<file path="config.mk">
export PLATFORM = sky130hd
export DESIGN_NAME = can_frame_text_parser_unit
export DESIGN_NICKNAME = d
export VERILOG_FILES = /design/src/design/cftp_pkg.sv /design/src/design/cftp_in_stage.sv /design/src/design/cftp_parser.sv /design/src/design/cftp_out_stage.sv /design/src/design/can_frame_text_parser_unit.sv
export SDC_FILE = /design/constraint.sdc
export NUM_CORES = 1
export LEC_CHECK = 0
export BUFFER_PORTS_ARGS = -buffer_cell sky130_fd_sc_hd__buf_2
export CAP_MARGIN = 20
export CORE_ASPECT_RATIO = 1.5
export CORE_MARGIN = 4
export CORE_UTILIZATION = 30
export CTS_CLUSTER_DIAMETER = 100
export DETAILED_ROUTE_END_ITERATION = 8
export PLACE_DENSITY = 0.54
export REMOVE_ABC_BUFFERS = 1
export SYNTH_ARGS = -nofsm -noshare
export SYNTH_HDL_FRONTEND = slang
export SYNTH_SLANG_ARGS = --single-unit
</file>
<file path="constraint.sdc">
create_clock -name aclk -period 18.9 [get_ports aclk]
set_input_delay 1.89 -clock aclk [delete_from_list [all_inputs] [get_ports aclk]]
set_output_delay 1.89 -clock aclk [all_outputs]
set_load 0.05 [all_outputs]
</file>
<file path="src/design/cftp_pkg.sv">
// Package for the CAN text frame parser: result type, character codes,
// default parameter values and the hex digit decode. No dependencies.
package cftp_pkg;

    // Default number of payload bytes a frame may carry.
    localparam int MAX_DATA_BYTES_DEF = 8;

    // Field widths of one result transfer.
    localparam int ID_W       = 29;
    localparam int COUNT_W    = 4;
    localparam int PAYLOAD_W  = 64;
    localparam int OUT_BYTES  = PAYLOAD_W / 8;
    localparam int TDATA_IN_W = 8;
    localparam int TDATA_OUT_W = 104;

    // Characters with a special meaning in the text stream.
    localparam logic [7:0] CHAR_START = 8'h53;  // 'S'
    localparam logic [7:0] CHAR_HASH  = 8'h23;  // '#'
    localparam logic [7:0] CHAR_ZERO  = 8'h30;  // '0'
    localparam logic [7:0] CHAR_NINE  = 8'h39;  // '9'
    localparam logic [7:0] CHAR_NEG   = 8'h80;  // first byte read as negative
    localparam logic [7:0] LETTER_ADJ = 8'h07;  // gap between '9' and 'A'
    localparam logic [ID_W-1:0] STD_ID_MAX = 29'h7FF;

    // One parsed frame.
    typedef struct packed {
        logic                 overflow;
        logic [PAYLOAD_W-1:0] payload;
        logic [COUNT_W-1:0]   byte_count;
        logic                 extended;
        logic [ID_W-1:0]      can_id;
    } result_t;

    // Hex digit decode: letters are pulled down by seven, then the low
    // nibble is kept. Negative bytes keep their own low nibble.
    function automatic logic [3:0] hex_nibble(input logic [7:0] b);
        logic [7:0] adj;
        adj = b;
        if (b > CHAR_NINE && b < CHAR_NEG) begin
            adj = b - LETTER_ADJ;
        end
        return adj[3:0];
    endfunction

endpackage

</file>
<file path="src/design/cftp_in_stage.sv">
// Input register of the CAN text frame parser: holds one received byte
// until the parser takes it. Depends on cftp_pkg.
module cftp_in_stage (
    input  logic                            aclk,
    input  logic                            aresetn,
    input  logic                            s_tvalid,
    output logic                            s_tready,
    input  logic [cftp_pkg::TDATA_IN_W-1:0] s_tdata,
    input  logic                            advance,
    output logic                            byte_valid,
    output logic [7:0]                      byte_data
);

    logic       valid_reg;
    logic       valid_next;
    logic [7:0] data_reg;
    logic       load;

    // A new byte may enter when the register is empty or is being drained.
    assign s_tready = !valid_reg || advance;
    assign load     = s_tvalid && s_tready;

    always_comb begin
        valid_next = valid_reg;
        if (load) begin
            valid_next = 1'b1;
        end else if (advance) begin
            valid_next = 1'b0;
        end
    end

    // Valid flag is reset; the byte itself needs no reset.
    always_ff @(posedge aclk) begin
        if (!aresetn) begin
            valid_reg <= 1'b0;
        end else begin
            valid_reg <= valid_next;
        end
    end

    always_ff @(posedge aclk) begin
        if (load) begin
            data_reg <= s_tdata[7:0];
        end
    end

    assign byte_valid = valid_reg;
    assign byte_data  = data_reg;

endmodule

</file>
<file path="src/design/cftp_parser.sv">
// Parser core of the CAN text frame parser: phase, identifier, digit count
// and payload bytes, updated once per byte. Depends on cftp_pkg.
module cftp_parser #(
    parameter int MAX_DATA_BYTES = cftp_pkg::MAX_DATA_BYTES_DEF
) (
    input  logic              aclk,
    input  logic              aresetn,
    input  logic              byte_valid,
    input  logic [7:0]        byte_data,
    input  logic              advance,
    output logic              emit,
    output cftp_pkg::result_t result
);

    // Only the bytes that reach the output are stored; later ones are
    // never observable.
    localparam int STORE = (MAX_DATA_BYTES < cftp_pkg::OUT_BYTES) ?
                           MAX_DATA_BYTES : cftp_pkg::OUT_BYTES;
    localparam int NIB_W = $clog2(2 * MAX_DATA_BYTES + 1);
    localparam int HALF_W = NIB_W + 4;

    localparam logic [1:0] PH_IDLE = 2'd0;
    localparam logic [1:0] PH_ID   = 2'd1;
    localparam logic [1:0] PH_DATA = 2'd2;

    logic [1:0]                  phase_reg, phase_next;
    logic [cftp_pkg::ID_W-1:0]   id_reg, id_next;
    logic [NIB_W-1:0]            nib_reg, nib_next;
    logic                        ovf_reg, ovf_next;
    logic [7:0]                  bytes_reg  [STORE];
    logic [7:0]                  bytes_next [STORE];
    logic [3:0]                  nibble;
    logic                        is_digit;
    logic [HALF_W-1:0]           half_wide;

    assign nibble   = cftp_pkg::hex_nibble(byte_data);
    assign is_digit = (byte_data >= cftp_pkg::CHAR_ZERO) && (byte_data < cftp_pkg::CHAR_NEG);

    // Next-state logic for one byte.
    always_comb begin
        phase_next = phase_reg;
        id_next    = id_reg;
        nib_next   = nib_reg;
        ovf_next   = ovf_reg;
        for (int i = 0; i < STORE; i++) begin
            bytes_next[i] = bytes_reg[i];
        end
        unique case (phase_reg)
            PH_ID: begin
                if (byte_data == cftp_pkg::CHAR_HASH) begin
                    phase_next = PH_DATA;
                    nib_next   = '0;
                    ovf_next   = 1'b0;
                end else begin
                    id_next = {id_reg[cftp_pkg::ID_W-5:0], nibble};
                end
            end
            PH_DATA: begin
                if (is_digit) begin
                    if (nib_reg < NIB_W'(2 * MAX_DATA_BYTES)) begin
                        // Shift the digit into the byte that this pair belongs to.
                        for (int i = 0; i < STORE; i++) begin
                            if (nib_reg[NIB_W-1:1] == (NIB_W-1)'(i)) begin
                                bytes_next[i] = {bytes_reg[i][3:0], nibble};
                            end
                        end
                        nib_next = NIB_W'(nib_reg + 1'b1);
                    end else begin
                        ovf_next = 1'b1;
                    end
                end else begin
                    phase_next = PH_IDLE;
                end
            end
            default: begin
                if (byte_data == cftp_pkg::CHAR_START) begin
                    phase_next = PH_ID;
                    id_next    = '0;
                end else begin
                    phase_next = PH_IDLE;
                end
            end
        endcase
    end

    // State registers, stepped once per byte taken.
    always_ff @(posedge aclk) begin
        if (!aresetn) begin
            phase_reg <= PH_IDLE;
            id_reg    <= '0;
            nib_reg   <= '0;
            ovf_reg   <= 1'b0;
            for (int i = 0; i < STORE; i++) begin
                bytes_reg[i] <= '0;
            end
        end else if (advance) begin
            phase_reg <= phase_next;
            id_reg    <= id_next;
            nib_reg   <= nib_next;
            ovf_reg   <= ovf_next;
            for (int i = 0; i < STORE; i++) begin
                bytes_reg[i] <= bytes_next[i];
            end
        end
    end

    // A byte below '0' in the data phase closes the frame.
    assign emit = byte_valid && (phase_reg == PH_DATA) && !is_digit;

    // Result fields, built from the state before the closing byte.
    assign half_wide = HALF_W'(nib_reg >> 1);

    always_comb begin
        result.can_id     = id_reg;
        result.extended   = (id_reg > cftp_pkg::STD_ID_MAX);
        result.byte_count = (half_wide > HALF_W'(cftp_pkg::OUT_BYTES)) ?
                            cftp_pkg::COUNT_W'(cftp_pkg::OUT_BYTES) :
                            half_wide[cftp_pkg::COUNT_W-1:0];
        result.overflow   = ovf_reg;
        // Bytes beyond the stored ones read as zero.
        result.payload    = '0;
        for (int i = 0; i < STORE; i++) begin
            result.payload[8*i +: 8] = bytes_reg[i];
        end
    end

endmodule

</file>
<file path="src/design/cftp_out_stage.sv">
// Result register of the CAN text frame parser: holds one parsed frame
// until the receiver takes it. Depends on cftp_pkg.
module cftp_out_stage (
    input  logic                             aclk,
    input  logic                             aresetn,
    input  logic                             load,
    input  cftp_pkg::result_t                result,
    output logic                             out_free,
    output logic                             m_tvalid,
    input  logic                             m_tready,
    output logic [cftp_pkg::TDATA_OUT_W-1:0] m_tdata
);

    localparam int RES_W = $bits(cftp_pkg::result_t);

    logic              valid_reg;
    logic              valid_next;
    cftp_pkg::result_t data_reg;

    // The register can take a new frame when empty or being drained.
    assign out_free = !valid_reg || m_tready;

    always_comb begin
        valid_next = valid_reg;
        if (load) begin
            valid_next = 1'b1;
        end else if (m_tready) begin
            valid_next = 1'b0;
        end
    end

    always_ff @(posedge aclk) begin
        if (!aresetn) begin
            valid_reg <= 1'b0;
        end else begin
            valid_reg <= valid_next;
        end
    end

    always_ff @(posedge aclk) begin
        if (load) begin
            data_reg <= result;
        end
    end

    assign m_tvalid = valid_reg;
    assign m_tdata  = {{(cftp_pkg::TDATA_OUT_W - RES_W){1'b0}}, data_reg};

endmodule

</file>
<file path="src/design/can_frame_text_parser_unit.sv">
// CAN text frame parser, top level. Joins input register, parser core and
// result register. Depends on cftp_pkg, cftp_in_stage, cftp_parser and cftp_out_stage.
//
// Usage:
//   The s_ channel carries one ASCII byte per transfer. Frames are written
//   as 'S', hex identifier digits, '#', hex data digits, and are closed by
//   any byte below '0' (bytes 0x80-0xFF count as below '0'). Each closed
//   frame gives one transfer on the m_ channel with identifier, extended
//   flag, byte count, eight payload bytes and a digit overflow flag.
//   Throughput is one byte per cycle while no closing byte waits for a busy
//   result register. A closing byte is first held in the input register and
//   then loaded into the result register, whose valid flag drives m_tvalid.
//   When the receiver stalls, the result register holds its frame; bytes
//   that do not close a frame keep flowing, and a closing byte waits in the
//   input register until the result register is free, with s_tready low meanwhile.
//   A synchronous reset (aresetn low) empties both registers, returns the
//   parser to waiting for 'S' and clears the identifier, digit count,
//   payload bytes and overflow flag.
module can_frame_text_parser_unit #(
    parameter int MAX_DATA_BYTES = cftp_pkg::MAX_DATA_BYTES_DEF
) (
    input  logic                             aclk,
    input  logic                             aresetn,
    input  logic                             s_tvalid,
    output logic                             s_tready,
    // s_tdata: char_in [7:0]
    input  logic [cftp_pkg::TDATA_IN_W-1:0]  s_tdata,
    output logic                             m_tvalid,
    input  logic                             m_tready,
    // m_tdata: can_id [28:0], extended [29], byte_count [33:30],
    //          payload [97:34], overflow [98], zero fill [103:99]
    output logic [cftp_pkg::TDATA_OUT_W-1:0] m_tdata
);

    logic              byte_valid;
    logic [7:0]        byte_data;
    logic              emit;
    logic              out_free;
    logic              advance;
    cftp_pkg::result_t result;

    // A held byte moves on unless it closes a frame and the result is blocked.
    assign advance = byte_valid && (!emit || out_free);

    cftp_in_stage u_in_stage (
        .aclk       (aclk),
        .aresetn    (aresetn),
        .s_tvalid   (s_tvalid),
        .s_tready   (s_tready),
        .s_tdata    (s_tdata),
        .advance    (advance),
        .byte_valid (byte_valid),
        .byte_data  (byte_data)
    );

    cftp_parser #(
        .MAX_DATA_BYTES (MAX_DATA_BYTES)
    ) u_parser (
        .aclk       (aclk),
        .aresetn    (aresetn),
        .byte_valid (byte_valid),
        .byte_data  (byte_data),
        .advance    (advance),
        .emit       (emit),
        .result     (result)
    );

    cftp_out_stage u_out_stage (
        .aclk     (aclk),
        .aresetn  (aresetn),
        .load     (advance && emit),
        .result   (result),
        .out_free (out_free),
        .m_tvalid (m_tvalid),
        .m_tready (m_tready),
        .m_tdata  (m_tdata)
    );

    // The extended flag always agrees with the identifier it travels with.
    a_ext_match: assert property (@(posedge aclk) disable iff (!aresetn)
        m_tvalid |-> (m_tdata[29] == (m_tdata[28:0] > 29'h7FF)))
        else $error("extended flag does not match identifier");

    // The byte count never exceeds eight.
    a_count_cap: assert property (@(posedge aclk) disable iff (!aresetn)
        m_tvalid |-> (m_tdata[33:30] <= 4'd8))
        else $error("byte count above eight");

    // A result appears only after a closing byte was passed on.
    a_rise_src: assert property (@(posedge aclk) disable iff (!aresetn)
        $rose(m_tvalid) |-> $past(advance && emit))
        else $error("result appeared without a closing byte");

    // An input transfer always lands in the input register.
    a_in_land: assert property (@(posedge aclk) disable iff (!aresetn)
        (s_tvalid && s_tready) |=> byte_valid)
        else $error("accepted byte lost");

endmodule
</file>
==> out/results.ini, run 1 <==
[status]
status = complete, no violations

[timing]
maxSlewViolCount = 0
hold_viol = 0
relSlewSlack = 0.2934
tightest_slew_ns = 1.060
setup_tns_ns = 0
rsz0062_at_grt = false
setup_viol = 0
fin_worst_skew_ns = 0.01049
finalCriticalPeriod_ns = 4.615
fmax_mhz = 216.7
min_period_over_period = 0.2442

[detailed_routing]
viasPerCell = 4.434
num_vias = 4172
totalWireLength_mm = 14.78
first_pass_iters = 4
avgRoutedWirePerCell_um = 15.71
drt-initial-drc-count = 264
ant_nets = 0
drc = 0

[yosys]
synthCells = 475
ys_seq_area_frac = 0.7811
avgSynthCellArea_um2 = 15.94
ys_ff_latch = 210
synth_cell_types = 43
yosys_warnings = 0
syn-cell-area_mm2 = 0.007574

[worst_setup_path]
startpoint_type = primary input
cp.required_ns = 17.01
worstPathArrival_ns = 2.72
critPathTopFamily = simple AND/OR/NAND/NOR gates
path_common_cell = buf_2
crit_chain = buf_2 -> nor2b_1 -> nand2_1 -> buf_2
path_max_fanout = 6
crit_buf_inv = 2
slowest_delay_ns = 0.35
criticalPathCategory = in -> out
crit_slowest_cell = nor2b_1
end_kind = output pin

[clocking]
path_clk_slew_ns = 0.06
cts_hold_buffers = 0
clk_path_buf_depth = 3
postCtsSetupBuffers = 0
cts.sinks = 210
insertion_delay_ns = 0.49
cts-htree-levels = 1
cts_buffers = 21
cts_resized = 0
cts_tree = done
cts.root.buffer_cell = clkbuf_16

[final_layout]
largest_reg_flops = 99
mostFrequentLayoutCell = edfxtp_1
final_nets = 618
antenna_cells = 0
most-common-layout-cells = edfxtp_1 (171), buf_2 (115), dfxtp_1 (39)
finalNonFillerCells = 941
area_growth_pct = 22.01
drive_gt1_frac = 0.2953

[placed_design]
place_hpwl_mm = 9.924
io_buffers = 112
globalplace.congestion = 0.7570
placedCellCount = 902

[die]
start_util = 0.3034
rows = 71
fp.dieW_um = 137.7
die_y_um = 202.6
io_pins = 118
core-area_mm2 = 0.02496
die_area_mm2 = 0.02790

[global_route]
use_met3 = 0.02082
grt_pass1_vias = 4215
grt_pass1_wl_mm = 22.96
grt.busiest_layer = met2
use_met2 = 0.1872
grt_overflow = 0
grt.met1_usage = 0.1220
track_usage = 0.1042
antenna_found_initial = 0
grt_start_max_net_pins = 58

[job]
max_cap_violations = 0

[power_and_ir_drop]
ir_worst_vdd_v = 0.00005512
power.leakage_nw = 3.280
power_mw = 0.9677
p_per_area_mw_per_mm2 = 104.7

[min_path]
hold_path_class = reg -> reg

## synth_stat cells
master     instances  area share
o31ai_1            3      0.0030
xnor2_1            1      0.0012
or3b_2             1      0.0012
a41oi_1            1      0.0012
conb_1             1     0.00050
and4_1             1      0.0012
a31oi_1            1     0.00083
a32o_1             1      0.0013
buf_6              3      0.0045
o211ai_1           5      0.0050
a21oi_2           10       0.012
o22ai_1            3      0.0025
nor3_1             5      0.0033
nand2_1           14      0.0069
and4b_1            2      0.0026
buf_4              5      0.0050
or4_1              5      0.0050
nor2_1            20      0.0099
and2_1            33       0.027
o21ai_0            9      0.0059
nand3_1           33       0.022
o21a_1             1     0.00099
nand2b_1          18       0.015
a21oi_1           23       0.015
buf_2              2      0.0013
nand4bb_1          1      0.0015
ha_1               7       0.012
nor4_1             3      0.0025
and3_1             1     0.00083
nor2b_1            6      0.0050
buf_1              2     0.00099
nor3b_1            3      0.0030
mux2i_1            3      0.0040
edfxtp_1         171        0.68
a21o_1             1     0.00099
nand2b_4          10       0.018
a41o_1             1      0.0013
dfxtp_1           39        0.10
o21bai_1           1     0.00099
nand4_1            4      0.0033
inv_1              6      0.0030
o41ai_1            1      0.0012
clkbuf_1          14      0.0069
## per-stage QoR
| stage | cell area (um2) | hold slack [ns] | setup WS [ns] | util |
|---|---|---|---|---|
| floorplan | 7447 | 0.4003 | 9.521 | - |
| global placement | 8484 | 0.4052 | 14.28 | 0.3399 |
| detailed placement | 8489 | 0.4045 | 14.28 | 0.3401 |
| CTS | 9230 | 0.4194 | 14.27 | 0.3698 |
| global route | 9240 | 0.4278 | 14.15 | 0.3702 |
| finish | 9240 | 0.4179 | 14.29 | 0.3702 |
## metal layers
layer  share of wire  up-vias
li1                -     2000
met1            0.39     1996
met2            0.52      145
met3           0.069       31
met4           0.023        0
met5               0        -
## final cells by class
cell class                 count  area [um2]
clock inverter                 8       91.34
multi-input combinational    237        1515
clock buffer                  29       649.4
tap                          328       410.4
fill                        2368       15720
sequential                   210        5916
inverter                       6       22.52
timing repair buffer         123       635.6
## report_power, final
part	switching, mW	total, mW	internal [mW]
combinational	0.0162	0.0223	0.00607
sequential	0.00513	0.515	0.509
clock	0.174	0.431	0.257
total	0.195	0.968	0.773
## worst register-to-register path: stages, from the launching register on
cell,delay [ns]
dfxtp_1,0.35
inv_1,0.07
ha_1,0.44
nand2_1,0.20
nor3_2,0.14
buf_4,0.53
buf_4,0.68
## worst paths after layout
kind                                                        startpoint  slack [ns]                                 to  depth (start not counted)
worst max-delay path                                          m_tready       14.29                           s_tready                          4
worst min-delay path            u_parser.bytes_reg[1][4]$_SDFFCE_PP0P_        0.42  u_out_stage.m_tdata[70]$_DFFE_PP_                          0
worst max register to register      u_parser.phase_reg[0]$_SDFFE_PN0P_       16.09  u_out_stage.m_tdata[34]$_DFFE_PP_                          6
worst min register to register  u_parser.bytes_reg[1][4]$_SDFFCE_PP0P_        0.42  u_out_stage.m_tdata[70]$_DFFE_PP_                          0
## cell families after synthesis
| logic type | share of synthesized area |
|---|---|
| flip-flops | 0.7811 |
| AND/OR/NAND/NOR | 0.1282 |
| AO/OA/AOI/OAI | 0.05188 |
| buffers and inverters | 0.02164 |
| adder cells (fa/ha/maj) | 0.01156 |
| multiplexers | 0.003965 |
| other | 0.0004951 |
| XOR/XNOR | 0.001157 |
Power figures use the tool's default switching activity.
==> inputs of run 2 (changes only) <==
Settings changed: PLACE_DENSITY 0.54 to 0.55.
Clock period 18.9 ns to 4.2 ns, I/O delays scaled along.
==> run 2 against run 1 <==
Net effect: sequential power rose to 4.5 times the previous value; cell area barely moved; final cell count rose by 0.21%; via count rose by 0.84%; worst setup slack got worse by 13 ns; largest power group unchanged; highest routed layer unchanged.
==> out/results.ini, run 2 (synthesis gave the netlist of run 1 again) <==
[global_route]
antenna_found_initial = 0  ; unchanged
track_usage = 0.1050  ; was 0.1042
grt_pass1_vias = 4352  ; was 4,215
grt_pass1_wl_mm = 23.12  ; was 22.96 mm
grt_overflow = 0  ; unchanged
grt_start_max_net_pins = 85  ; was 58

[final_layout]
finalNonFillerCells = 943  ; was 941
ff_latch_area_mm2 = 0.005916  ; unchanged
final_nets = 620  ; was 618
drive_gt1_frac = 0.2976  ; was 0.2953
final_area_mm2 = 0.009244  ; was 0.009240 mm2
most-common-layout-cells = edfxtp_1 (171), buf_2 (113), dfxtp_1 (39)  ; was edfxtp_1 (171), buf_2 (115), dfxtp_1 (39)
area_growth_pct = 22.06  ; was 22.01%
mostFrequentLayoutCell = edfxtp_1  ; unchanged
fillers = 2373  ; was 2,368
multi_input_area_mm2 = 0.001515  ; unchanged
largest_reg_flops = 99  ; unchanged
antenna_cells = 0  ; unchanged

[die]
rows = 71  ; unchanged
core-area_mm2 = 0.02496  ; unchanged
die_area_mm2 = 0.02790  ; unchanged
die_y_um = 202.6  ; unchanged
fp.dieW_um = 137.7  ; unchanged
start_util = 0.3034  ; unchanged
io_pins = 118  ; unchanged

[timing]
fin_worst_skew_ns = 0.01750  ; was 0.01049 ns
fin_hold_ws_ns = 0.1182  ; was 0.4179 ns
min_period_over_period = 0.6050
fmax_mhz = 393.6
finalCriticalPeriod_ns = 2.541
hold_viol = 0  ; unchanged
maxSlewViolCount = 0  ; unchanged
setup_viol = 0  ; unchanged
relSlewSlack = 0.3422  ; was 0.2934
tightest_slew_ns = 0.9867  ; was 1.060 ns
rsz0062_at_grt = false  ; unchanged

[clocking]
clk_path_buf_depth = 3  ; unchanged
insertion_delay_ns = 0.49  ; about the same
cts.root.buffer_cell = clkbuf_16  ; unchanged
cts-htree-levels = 1  ; unchanged
postCtsSetupBuffers = 0  ; unchanged
cts_buffers = 20  ; was 21
cts_resized = 0  ; unchanged
cts_hold_buffers = 0  ; unchanged
path_clk_slew_ns = 0.07  ; was 0.06 ns
cts_tree = done  ; unchanged
cts.sinks = 210  ; unchanged

[worst_setup_path]
path_max_fanout = 56  ; was 6
worstPathArrival_ns = 2.94  ; was 2.72 ns
cp.required_ns = 4.60  ; was 17.01 ns
startpoint_type = register  ; was primary input
end_kind = register  ; was output pin
criticalPathCategory = reg -> reg  ; was in -> out

[placed_design]
place_area_mm2 = 0.008507  ; was 0.008489 mm2
place_hpwl_mm = 10.02  ; was 9.924 mm
io_buffers = 112  ; unchanged
globalplace.congestion = 0.7480  ; was 0.7570
placedCellCount = 904  ; was 902

[detailed_routing]
ant_nets = 0  ; unchanged
totalWireLength_mm = 14.75  ; was 14.78 mm
dr_wl_met2_mm = 7.670  ; was 7.658 mm
viasPerCell = 4.461  ; was 4.434
drc = 0  ; unchanged
dr.max_layer_used = met4  ; unchanged
met3WireLength_mm = 1.052  ; was 1.021 mm
drt-initial-drc-count = 232  ; was 264
wirelength_met1_mm = 5.546  ; was 5.755 mm
first_pass_iters = 5  ; was 4
avgRoutedWirePerCell_um = 15.65  ; was 15.71 um
num_vias = 4207  ; was 4,172

[power_and_ir_drop]
p_per_area_mw_per_mm2 = 457.8  ; was 104.7 mW/mm2
power_mw = 4.232  ; was 0.9677 mW
power.leakage_nw = 3.286  ; was 3.280 nW
ir_worst_vdd_v = 0.0002347  ; was 0.00005512 V

[min_path]
hold_path_class = in -> reg  ; was reg -> reg

[status]
status = complete, no violations  ; unchanged

[job]
max_cap_violations = 0  ; unchanged

run 2: path summary, 6_finish.rpt:
check                                               start                                end  slack [ns]  cells after the start
setup reg to reg       u_parser.phase_reg[0]$_SDFFE_PN0P_    u_parser.id_reg[0]$_SDFFE_PN0P_        1.66                      5
hold reg to reg   u_parser.bytes_reg[1][21]$_SDFFCE_PN0P_  u_out_stage.m_tdata[87]$_DFFE_PP_        0.42                      0
hold / removal                                 s_tdata[1]  u_in_stage.byte_data[1]$_DFFE_PP_        0.12                      1
setup / recovery       u_parser.phase_reg[0]$_SDFFE_PN0P_    u_parser.id_reg[0]$_SDFFE_PN0P_        1.66                      5
run 2: critical path, cell delays in order, from the launching register on:
cell and delay (ns):
dfxtp_1 0.39, ha_1 0.43, nor2b_1 0.28, a32o_2 0.88, nand3_1 0.25, o22ai_1 0.21
run 2: report_power, final:
group          switching (mW)  total (mW)  internal, mW
Clock                   0.770        1.81          1.04
Sequential             0.0232        2.31          2.29
Combinational          0.0751       0.104        0.0291
run 2: per-stage QoR:
| stage | setup TNS (ns) | setup slack, ns | utilization |
|---|---|---|---|
| final | 0 | 1.659 | 0.3703 |
| after floorplan | -398.26 | -4.023 | - |
| after CTS | 0 | 1.133 | 0.3679 |
| after global routing | 0 | 1.465 | 0.3703 |
| after global placement | 0 | 1.391 | 0.3408 |
| after detailed placement | 0 | 1.155 | 0.3408 |
run 2: metal layers:
metal,GRT usage,vias to the layer above
met5,0,-
met4,0.04520,0
li1,-,2011
met1,0.1175,1992
met3,0.02206,40
met2,0.1894,164
run 2: final cells by class:
class,instances,area share
timing repair buffer,126,0.07607
clock buffer,23,0.06104
clock inverter,13,0.01218
multi-input combinational,237,0.1639
tap,328,0.04440
sequential,210,0.6400
inverter,6,0.002436
==> inputs of run 3 (changes only) <==
Settings changed: ABC_AREA from default to 1.
Clock period 4.2 ns to 2.2 ns, I/O delays scaled along.
==> run 3 against run 2 <==
Net effect: hold slack lost 0.075 ns; synthesized cell count grew 32%; synthesized area grew 3.7%; largest power group unchanged; non-clock buffer count grew 13; fmax grew 28%; clock power grew 100%; critical endpoint is now u_parser.bytes_reg[0][29]$_SDFFCE_PP0P_.
==> out/results.ini, run 3 <==
[clocking]
cts.root.buffer_cell = clkbuf_16  ; unchanged
path_clk_slew_ns = 0.07  ; about the same
postCtsSetupBuffers = 0  ; unchanged
cts.sinks = 210  ; unchanged
insertion_delay_ns = 0.49  ; about the same
clk_path_buf_depth = 3  ; unchanged
cts-htree-levels = 1  ; unchanged
cts_buffers = 20  ; unchanged
cts_tree = done  ; unchanged

[placed_design]
globalplace.congestion = 0.7869  ; was 0.7480
place_hpwl_mm = 10.79  ; was 10.02 mm
io_buffers = 112  ; unchanged

[yosys]
synth_cell_types = 34  ; was 43
synth_fa_ha_area_frac = 0.01116  ; was 0.01156
synth_edf_count = 171  ; unchanged
yosys.area.top_type = edfxtp_1  ; unchanged
synth.area.top_cells = edfxtp_1 (65%), dfxtp_1 (9.9%), nand2_1 (5.8%)  ; was edfxtp_1 (68%), dfxtp_1 (10%), and2_1 (2.7%)
synth-async-reset-ratio = 0  ; unchanged
synth_top_family_by_area = simple AND/OR/NAND/NOR gates  ; unchanged
synth.top_cell.area_share = 0.6541  ; was 0.6780
syn-cell-area_mm2 = 0.007850  ; was 0.007574 mm2
synth.area.mux_share = 0  ; was 0.003965
synth_ff_type = edfxtp_1  ; unchanged
synth.most_common_cell = edfxtp_1  ; unchanged
synth_compound_area_frac = 0.02471  ; was 0.05188
yosys_warnings = 0  ; unchanged
yosys-top-cells-count = edfxtp_1 (171), nand2_1 (121), nor2_1 (113)  ; was edfxtp_1 (171), dfxtp_1 (39), and2_1 (33), nand3_1 (33), a21oi_1 (23)
synthXorXnorAreaFrac = 0.001116  ; was 0.001156
synthCells = 629  ; was 475
yosys.area_share.simple = 0.1522  ; was 0.1282
ys_seq_area_frac = 0.7536  ; was 0.7811
ys_ff_latch = 210  ; unchanged
avgSynthCellArea_um2 = 12.48  ; was 15.94 um2

[timing]
relSlewSlack = 0.6633  ; was 0.3422
fin_worst_skew_ns = 0.008415  ; was 0.01750 ns
maxSlewViolCount = 0  ; unchanged
tightest_slew_ns = 0.5050  ; was 0.9867 ns
fmax_mhz = 503.0  ; was 393.6 MHz
setup_viol = 0  ; unchanged
finalCriticalPeriod_ns = 1.988  ; was 2.541 ns
min_period_over_period = 0.9037  ; was 0.6050
rsz0062_at_grt = false  ; unchanged
fin_hold_ws_ns = 0.04309  ; was 0.1182 ns
hold_viol = 0  ; unchanged
setup_tns_ns = 0  ; unchanged

[detailed_routing]
totalWireLength_mm = 15.20  ; was 14.75 mm
avgRoutedWirePerCell_um = 13.62  ; was 15.65 um
drc = 0  ; unchanged
num_vias = 4602  ; was 4,207
ant_nets = 0  ; unchanged
first_pass_iters = 4  ; was 5
viasPerCell = 4.124  ; was 4.461
drt-initial-drc-count = 227  ; was 232

[status]
status = complete, no violations  ; unchanged

[power_and_ir_drop]
power.internal_mw = 6.776  ; was 3.364 mW
comb_power_share = 0.054  ; was 0.025
p_per_area_mw_per_mm2 = 887.2  ; was 457.8 mW/mm2
power.leakage_nw = 3.843  ; was 3.286 nW
p_clk_frac = 0.422  ; was 0.428
sw_frac_of_total = 0.2096  ; was 0.2051
power_switching_mw = 1.797  ; was 0.8679 mW
seq_power_share = 0.524  ; was 0.547
ir_worst_vdd_v = 0.0004305  ; was 0.0002347 V

[final_layout]
antenna_cells = 0  ; unchanged
final_nets = 788  ; was 620
largest_reg_flops = 99  ; unchanged
drive_gt1_frac = 0.2452  ; was 0.2976
area_growth_pct = 23.10  ; was 22.06%
most-common-layout-cells = edfxtp_1 (171), nand2_1 (121), buf_2 (112)  ; was edfxtp_1 (171), buf_2 (113), dfxtp_1 (39)
mostFrequentLayoutCell = edfxtp_1  ; unchanged

[die]
die_area_mm2 = 0.02887  ; was 0.02790 mm2
die_y_um = 206.1  ; was 202.6 um
rows = 72  ; was 71
core-area_mm2 = 0.02576  ; was 0.02496 mm2
start_util = 0.3047  ; was 0.3034
fp.dieW_um = 140.1  ; was 137.7 um
io_pins = 118  ; unchanged

[worst_setup_path]
cp.required_ns = 2.39  ; was 4.60 ns
crit_slowest_cell = dfxtp_1  ; was a32o_2
startpoint_type = register  ; unchanged
worstPathArrival_ns = 2.18  ; was 2.94 ns
crit_chain = inv_1 -> ha_1 -> nand2_1 -> clkinv_1 -> nand3_4 -> nand2_4 -> nor2_2 -> nand3_2 -> o21ai_0 -> buf_4  ; was ha_1 -> nor2b_1 -> a32o_2 -> nand3_1 -> o22ai_1
end_kind = register  ; unchanged
path_max_fanout = 8  ; was 56
slowest_delay_ns = 0.39  ; was 0.88 ns
criticalPathCategory = reg -> reg  ; unchanged

[global_route]
grt_pass1_vias = 4601  ; was 4,352
grt_overflow = 0  ; unchanged
track_usage = 0.1043  ; was 0.1050
grt_pass1_wl_mm = 24.12  ; was 23.12 mm
antenna_found_initial = 0  ; unchanged
grt_start_max_net_pins = 37  ; was 85

[min_path]
hold_path_class = in -> reg  ; unchanged

[job]
max_cap_violations = 0  ; unchanged

## run 3: power by group through the flow
stage                     logic [mW]  registers, mW  clock network [mW]
after floorplan                0.245           4.63                   0
after global placement         0.454           4.58                   0
after detailed placement       0.461           4.58                   0
after CTS                      0.473           4.50                3.74
after global routing           0.521           4.50                3.89
final                          0.464           4.49                3.62
## run 3: layer usage
metal  routed length, um  GRT usage
met1                5734     0.1139
met2                8274     0.1991
met3                 742    0.01829
met4                 446    0.04086
met5                   0          0
## run 3: repair_timing
| action | in CTS | in global routing |
|---|---|---|
| endpoints found under the hold margin | 8 | 0 |
| hold buffers | 8 | 0 |
| gates resized for setup | 0 | 7 |
| setup endpoints to repair | 0 | 64 |
## run 3: final cells by class
type / count / area [um2]
multi-input cells: 325 / 1524
fillers: 2549 / 16100
well taps: 333 / 416.7
flip-flops and latches: 210 / 5916
repair buffers: 139 / 833.3
clock inverters: 9 / 146.4
clock buffers: 27 / 548.0
inverters: 73 / 279.0
## run 3: kinds of logic after synthesis
kind of cell,after synthesis
DFF,210
other,1
and+or+nand+nor,276
xor gates and xnor gates,1
AOI/OAI and AO/OA,36
adders and majority gates,7
buffers and inverters,98
## run 3: through the flow
| stage | std cells | setup WS (ns) | instance area [um2] | utilization | power [mW] |
|---|---|---|---|---|---|
| global route | 1116 | 0.02918 | 9663 | 0.3750 | 8.915 |
| global placement | 1072 | 0.1571 | 8876 | 0.3445 | 5.033 |
| floorplan | 608 | -3.343 | 7699 | - | 4.873 |
| finish | 1116 | 0.2119 | 9663 | 0.3750 | 8.573 |
| detailed placement | 1072 | 0.1092 | 8876 | 0.3445 | 5.044 |
| CTS | 1116 | 0.08653 | 9651 | 0.3746 | 8.705 |
## run 3: worst paths after layout
path / startpoint / end / slack [ns] / cells after the start
min: s_tvalid / u_in_stage.byte_valid$_SDFFE_PN0P_ / 0.04 / 3
min reg2reg: u_parser.bytes_reg[1][15]$_SDFFCE_PP0P_ / u_out_stage.m_tdata[81]$_DFFE_PP_ / 0.42 / 0
max reg2reg: u_parser.phase_reg[0]$_SDFFE_PN0P_ / u_parser.bytes_reg[0][29]$_SDFFCE_PP0P_ / 0.21 / 10
max: u_parser.phase_reg[0]$_SDFFE_PN0P_ / u_parser.bytes_reg[0][29]$_SDFFCE_PP0P_ / 0.21 / 10
## run 3: worst max-delay path, delay by kind of cell, from the launching register on
kind                     cells  cell delay [ns]
AND/OR/NAND/NOR              5             0.58
flip-flops                   1             0.39
AO/OA/AOI/OAI                1             0.17
buffers and inverters        3             0.35
adder cells (fa/ha/maj)      1             0.21
